[config.mk]
export PLATFORM = sky130hd
export DESIGN_NAME = mtg_ctrl
export DESIGN_NICKNAME = d
export VERILOG_FILES = /design/src/rtl/core/mtg_pkg.sv /design/src/rtl/core/mtg_ctrl.sv
export SDC_FILE = /design/constraint.sdc
export NUM_CORES = 1
export LEC_CHECK = 0
export ABC_CLOCK_PERIOD_IN_PS = 2400
export BUFFER_PORTS_ARGS = -buffer_cell sky130_fd_sc_hd__buf_2
export CORE_MARGIN = 2
export CORE_UTILIZATION = 50
export DETAILED_ROUTE_END_ITERATION = 6
export GPL_ROUTABILITY_DRIVEN = 0
export GPL_TIMING_DRIVEN = 0
export PLACE_DENSITY = 0.79
export SLEW_MARGIN = 15
export SYNTH_ARGS = -nofsm -noshare
export SYNTH_HDL_FRONTEND = slang
export SYNTH_SLANG_ARGS = --single-unit
[constraint.sdc]
create_clock -name clk -period 2.4 [get_ports clk]
set_input_delay 0.24 -clock clk [delete_from_list [all_inputs] [get_ports clk]]
set_output_delay 0.24 -clock clk [all_outputs]
set_load 0.03 [all_outputs]
[src/rtl/core/mtg_pkg.sv]
package mtg_pkg;

  localparam int unsigned STATE_WORDS  = 624;
  localparam int unsigned SHIFT_OFFSET = 397;
  localparam int unsigned IDX_W        = 10;

  localparam logic [IDX_W-1:0] POS_USED  = IDX_W'(STATE_WORDS);
  localparam logic [IDX_W-1:0] POS_NEVER = IDX_W'(STATE_WORDS + 1);
  localparam logic [IDX_W-1:0] LAST_IDX  = IDX_W'(STATE_WORDS - 1);
  localparam logic [IDX_W-1:0] FAR_WRAP  = IDX_W'(STATE_WORDS - SHIFT_OFFSET);
  localparam logic [IDX_W-1:0] FAR_OFF   = IDX_W'(SHIFT_OFFSET);

  localparam logic [31:0] TWIST_XOR    = 32'h9908b0df;
  localparam logic [31:0] TEMPER_B     = 32'h9d2c5680;
  localparam logic [31:0] TEMPER_C     = 32'hefc60000;
  localparam logic [31:0] LCG_MUL      = 32'd69069;
  localparam logic [31:0] DEFAULT_SEED = 32'd4357;

  localparam logic [1:0] KIND_DRAW   = 2'd0;
  localparam logic [1:0] KIND_RESEED = 2'd1;
  localparam logic [1:0] KIND_LOAD   = 2'd2;

  typedef struct packed {
    logic             fill_start;
    logic             fill_default;
    logic             fill_step;
    logic             tw_prime;
    logic             tw_issue;
    logic             load_wr;
    logic             draw_rd;
    logic             out_load;
    logic [IDX_W-1:0] pos;
  } mtg_cmd_t;

  typedef struct packed {
    logic fill_done;
    logic tw_last;
    logic out_free;
  } mtg_sts_t;

  function automatic logic [31:0] temper(input logic [31:0] w);
    logic [31:0] y;
    y = w;
    y = y ^ (y >> 11);
    y = y ^ ((y << 7) & TEMPER_B);
    y = y ^ ((y << 15) & TEMPER_C);
    y = y ^ (y >> 18);
    return y;
  endfunction

endpackage

[src/rtl/core/mtg_ctrl.sv]
module mtg_ctrl import mtg_pkg::*; (
  input  logic             clk,
  input  logic             rst_n,
  input  logic             in_tvalid,
  output logic             in_tready,
  input  logic [1:0]       in_kind,
  input  logic [IDX_W-1:0] in_load_index,
  input  mtg_sts_t         sts,
  output mtg_cmd_t         cmd
);

  typedef enum logic [2:0] {
    S_IDLE,
    S_FILL,
    S_TW_PRIME,
    S_TWIST,
    S_TW_DRAIN,
    S_READ,
    S_DELIVER
  } state_t;

  state_t           state_r, state_nxt;
  logic [IDX_W-1:0] pos_r, pos_nxt;
  logic             twist_after_r, twist_after_nxt;
  logic             accept;

  assign in_tready = (state_r == S_IDLE);
  assign accept    = in_tvalid && in_tready;

  always_comb begin
    state_nxt       = state_r;
    pos_nxt         = pos_r;
    twist_after_nxt = twist_after_r;
    cmd             = '0;
    cmd.pos         = pos_r;
    unique case (state_r)
      S_IDLE: begin
        if (accept) begin
          unique case (in_kind)
            KIND_DRAW: begin
              if (pos_r == POS_NEVER) begin
                cmd.fill_start   = 1'b1;
                cmd.fill_default = 1'b1;
                twist_after_nxt  = 1'b1;
                state_nxt        = S_FILL;
              end else if (pos_r == POS_USED) begin
                state_nxt = S_TW_PRIME;
              end else begin
                cmd.draw_rd = 1'b1;
                pos_nxt     = pos_r + IDX_W'(1);
                state_nxt   = S_DELIVER;
              end
            end
            KIND_RESEED: begin
              cmd.fill_start  = 1'b1;
              twist_after_nxt = 1'b0;
              state_nxt       = S_FILL;
            end
            KIND_LOAD: begin
              // drop loads that point past the state array
              if (in_load_index < POS_USED) begin
                cmd.load_wr = 1'b1;
                pos_nxt     = POS_USED;
              end
            end
            default: begin
            end
          endcase
        end
      end
      S_FILL: begin
        cmd.fill_step = 1'b1;
        if (sts.fill_done) begin
          pos_nxt   = POS_USED;
          state_nxt = twist_after_r ? S_TW_PRIME : S_IDLE;
        end
      end
      S_TW_PRIME: begin
        cmd.tw_prime = 1'b1;
        state_nxt    = S_TWIST;
      end
      S_TWIST: begin
        cmd.tw_issue = 1'b1;
        if (sts.tw_last) begin
          state_nxt = S_TW_DRAIN;
        end
      end
      S_TW_DRAIN: begin
        pos_nxt   = '0;
        state_nxt = S_READ;
      end
      S_READ: begin
        cmd.draw_rd = 1'b1;
        pos_nxt     = pos_r + IDX_W'(1);
        state_nxt   = S_DELIVER;
      end
      S_DELIVER: begin
        if (sts.out_free) begin
          cmd.out_load = 1'b1;
          state_nxt    = S_IDLE;
        end
      end
      default: begin
        state_nxt = S_IDLE;
      end
    endcase
  end

  always_ff @(posedge clk) begin
    if (!rst_n) begin
      state_r       <= S_IDLE;
      pos_r         <= POS_NEVER;
      twist_after_r <= 1'b0;
    end else begin
      state_r       <= state_nxt;
      pos_r         <= pos_nxt;
      twist_after_r <= twist_after_nxt;
    end
  end

endmodule

-- After elaboration in Yosys (flattened, before gate mapping)
Cells that the tools add are included.
- register bits: 14
- input bits: 18
- word-level logic and storage cells: 69
- add/subtract/negate cells: 1
- order comparisons: 1
- equal/unequal tests: 20
- mux-type cells: 36
- reductions and logical operators: 8
- operators with widths (kind ; number):
    $mux 10 ; 5
    $pmux 10 s4 ; 1
    $pmux 3 s7 ; 1
    $eq 10x10->1 const B ; 2
    $pmux 10 s2 ; 1
    $mux 3 ; 6
    $mux 1 ; 13
    $add 10x1->10 const B ; 1
    $lt 10x10->1 const B ; 1
    $mux 2 ; 5
    $eq 3x3->1 const B ; 3
    $ne 3x3->1 const B ; 3
    $ne 2x2->1 const B ; 4
    $reduce_and 7->1 ; 1
    $eq 3x2->1 const B ; 2
    $ne 3x1->1 const B ; 2
    $pmux 1 s2 ; 3
    $pmux 3 s2 ; 1
    $reduce_and 5->1 ; 1
    $reduce_and 4->1 ; 1
    $reduce_bool 4->1 ; 1
    $eq 3x1->1 const B ; 1
    $logic_not 3->1 ; 1
    $eq 2x1->1 const B ; 1
    other kinds (5) ; 5

-- Longest topological paths before layout
- depth after elaboration: 6
- mapped depth: 8

-- Worst setup path after synthesis
OpenSTA, ideal clock, no wires.
- kind: reg-to-reg
- start point: reg pos_r[4]
- end point: reg twist_after_r
- library setup time: 115 ps
- arrival: 2242 ps
- path slack: 43 ps
- stages on the path, launching flop included: 7
- clock period less this slack: 2357 ps
- cell sequence: dfxtp_1 buf_2 and4bb_2 nand3_1 a211oi_1 nor2b_1 o21a_1
- word-level cells in the longest chain between the ends: 3
- ends and longest elaborated chain (what ; RTL line ; text):
    from (decl) ; mtg_ctrl.sv:23 ; logic [IDX_W-1:0] pos_r, pos_nxt;
    from (signal assigned) ; mtg_ctrl.sv:116 ; pos_r <= pos_nxt;
    $eq 10x10->1 ; mtg_ctrl.sv:41 ; if (pos_r == POS_NEVER) begin
    $ne 2x2->1 (no source line) ; - ;
    $reduce_and 4->1 (no source line) ; - ;
    to (signal assigned) ; mtg_ctrl.sv:117 ; twist_after_r <= twist_after_nxt;
    to (decl) ; mtg_ctrl.sv:24 ; logic twist_after_r, twist_after_nxt;
No other way between the ends.
A chain may end at the register's enable or synchronous reset.

-- Worst setup path in the final report
- start point: reg pos_r[1]
- end point: reg pos_r[9]
- word-level cells in the longest chain between the ends: 6
- elaborated cells between the ends (all ways): 11
- classes of those cells: add/sub: 1; eq/ne: 4; mux: 5; reduce/logical: 1
- ends and longest elaborated chain (what ; RTL line ; text):
    $add 10x1->10 ; mtg_ctrl.sv:50, mtg_ctrl.sv:94 ;
    $mux 10 ; mtg_ctrl.sv:46 ; end else if (pos_r == POS_USED) begin
    $mux 10 ; mtg_ctrl.sv:41 ;
    $pmux 10 s2 ; mtg_ctrl.sv:39 ; unique case (in_kind)
    $mux 10 ; mtg_ctrl.sv:38 ; if (accept) begin
    $pmux 10 s4 ; mtg_ctrl.sv:36 ; unique case (state_r)
Parallel ways exist; a longest one is shown, timed or not. The select of a mux whose other input is x is not followed.

==> flow_summary.yaml <==
grt:
  overflow: 0
  grt_pass1_vias: 1141
  grt_max_degree: 11
  antenna_found_initial: 0
  grt_pass1_wl_um: 4980
  grt.total_usage: 0.242
setup_path:
  cp.required_ns: 2.55
  path_max_fanout: 10
  cp.arrival_ns: 2.24
  cpPeakStageDelay_ns: 0.40
  r2r_start: "pos_r[1]$_SDFFE_PN0P_"
  crit_chain: "inv_1, ha_1, or2_2, a311oi_2, o31ai_4, buf_2, a211oi_1, o21ai_1"
  cp-start-kind: "register"
  slowest_stage: "dfxtp_1"
  end_kind: "register"
  crit_path_start: "pos_r[1]$_SDFFE_PN0P_"
  path_class: "reg -> reg"
  reg2reg_slack_ns: 0.32
  reg2reg_depth: 8
clocking:
  htree_levels: 1
  cts_resized: 0
  cts_tree: "yes"
  ctsHoldBuffers: 0
  clkSlewWorstSetupHoldPaths_ns: 0.09
  cts-buffers-inserted: 3
  clock-sinks: 14
  cts_root_buf: "clkbuf_4"
  postCtsSetupRepairBufs: 0
  clk_path_buf_depth: 2
  insertion_delay_ns: 0.28
power:
  internal-power_mw: 0.735
  seqPwrFrac: 0.222
  p_sw_frac: 0.503
  pwr_density_cell_nw_per_um2: 1070
  combPwrFrac: 0.664
  p_leak_nw: 0.651
  power.share.clock: 0.114
  ir_drop_v: 0.000720
  switchingPower_mw: 0.743
routing:
  finalWirelength_um: 2990
  wire_per_inst_um: 14.2
  drt_iter0_drc: 52
  drt_drc_violations_left: 0
  via_per_inst: 6.10
  dr.pass1.iters: 4
  ant_nets: 0
  num_vias: 1282
logic_synthesis:
  synth_edf_count: 0
  ys_ff_latch: 14
  yosysSeqAreaShare: 0.244
  async_flop_share: 0
  ys.flop_type: "dfxtp_1"
  ys_types: 49
  yosys-top-cells-area: "dfxtp_1, a21oi_1, nand3_1"
  synth_area_leader_cell: "dfxtp_1"
  syn_nets: 167
  syn_inst: 146
  syn_area_um2: 1150
  synth_area_per_cell_um2: 7.86
  synth.top_cell.area_share: 0.244
  yosys_warnings: 0
sta:
  totalNegativeSetupSlack_ns: 0
  period_share: 0.869
  skew_ns: 0.00629
  hold_violations: 0
  worstMarginPinSlew_ns: 0.586
  report.final.slew_viol_count: 0
  grt_setup_unrepaired: "false"
  slew_headroom: 0.604
  fmax_mhz: 480
  setup_viol: 0
  fin_crit_ns: 2.08
layout:
  syn_to_final_growth_pct: 20.2
  final_common_cell: "buf_2"
  layout_common_cells: "buf_2, dfxtp_1, inv_1, nand2_1"
  drive_gt1_frac: 0.291
  nets: 204
  utilization: 0.629
  final_cells: 210
  n_antenna_cell: 0
placement:
  dp_hpwl_um: 2300
  placed_cells: 206
  port_buffers: 32
floorplan:
  die_area_um2: 2690
  std_cell_rows: 17
  initial_utilization: 0.524
  die_w_um: 51.9
  coreArea_um2: 2190
  ios: 37
  chipHeight_um: 51.9
worst_hold_path:
  min_from: "rst_n"
  min_path_cells: 2
  hp-class: "in -> reg"
status:
  status: "complete, no violations"
run:
  drv_cap: 0
registers in the layout, indices dropped and copies added (netlist names):
name and flops:
twist_after_r 1, state_r 3, pos_r 10
Yosys cell counts (all sizes together), types with 2 or more instances:
| cell | n |
|---|---|
| buf | 5 |
| o21ai | 10 |
| inv | 10 |
| or3b | 2 |
| o21a | 2 |
| nor2 | 7 |
| a31oi | 2 |
| dfxtp | 14 |
| nand3b | 2 |
| mux2i | 3 |
| a22oi | 2 |
| nand4 | 2 |
| clkbuf | 2 |
| ha | 3 |
| o31ai | 2 |
| a21oi | 9 |
| or4 | 2 |
| and3 | 4 |
| nor3 | 4 |
| nand2b | 5 |
| o211ai | 3 |
| a32oi | 2 |
| a211oi | 2 |
| nand3 | 9 |
| and4bb | 2 |
| nand2 | 10 |
| nor2b | 6 |
| and2b | 3 |
| o221a | 3 |
power groups by stage:
| stage | Sequential, mW | Combinational, mW | Clock (mW) |
|---|---|---|---|
| 2_1_floorplan | 0.364 | 0.720 | 0 |
| 3_3_place_gp | 0.331 | 0.955 | 0 |
| 3_5_place_dp | 0.333 | 0.977 | 0 |
| 4_1_cts | 0.328 | 0.983 | 0.176 |
| 5_1_grt | 0.336 | 1.07 | 0.183 |
| 6_report | 0.328 | 0.982 | 0.168 |
final timing paths:
kind,endpoint
setup / recovery,pos_r[9]$_SDFFE_PN1P_
hold / removal,state_r[0]$_SDFFE_PN0P_
setup reg to reg,pos_r[9]$_SDFFE_PN1P_
hold reg to reg,pos_r[7]$_SDFFE_PN0P_
critical path, delay by kind of cell, from the launching register on:
family                   cells  cell delay [ns]
AND/OR/NAND/NOR              1             0.31
flip-flops                   1             0.40
buffers and inverters        2             0.31
adder cells (fa/ha/maj)      1             0.20
AO/OA/AOI/OAI                4             0.74
area by class of cell:
type | instances | area (um^2)
fill | 214 | 812
multi-input combinational | 115 | 791
sequential | 14 | 280
timing repair buffer | 32 | 160
buffer | 7 | 38.8
inverter | 10 | 37.5
clock buffer | 4 | 36.3
tap | 28 | 35.0
metrics by stage:
| step | cell area, um^2 | setup WS [ns] | power [mW] | hold WS [ns] |
|---|---|---|---|---|
| 2_1_floorplan | 1150 | 0.0430 | 1.08 | 0.362 |
| 4_1_cts | 1380 | 0.297 | 1.49 | 0.274 |
| 3_5_place_dp | 1340 | 0.308 | 1.31 | 0.545 |
| 6_report | 1380 | 0.315 | 1.48 | 0.283 |
| 5_1_grt | 1380 | 0.156 | 1.59 | 0.277 |
| 3_3_place_gp | 1340 | 0.330 | 1.29 | 0.516 |
cell families after synthesis:
group | Yosys count | synth area share
compound gates | 48 | 0.314
fa+ha+maj | 3 | 0.0327
buf+inv | 17 | 0.0665
flops | 14 | 0.244
mux | 3 | 0.0262
simple gates | 61 | 0.316
metal layers:
metal / routed length [um] / GRT usage
met1: 1210 / 0.299
met2: 1500 / 0.432
met3: 218 / 0.0374
met4: 52 / 0.0658
met5: 0 / 0
Note: power is estimated with default switching activity, not from simulation.
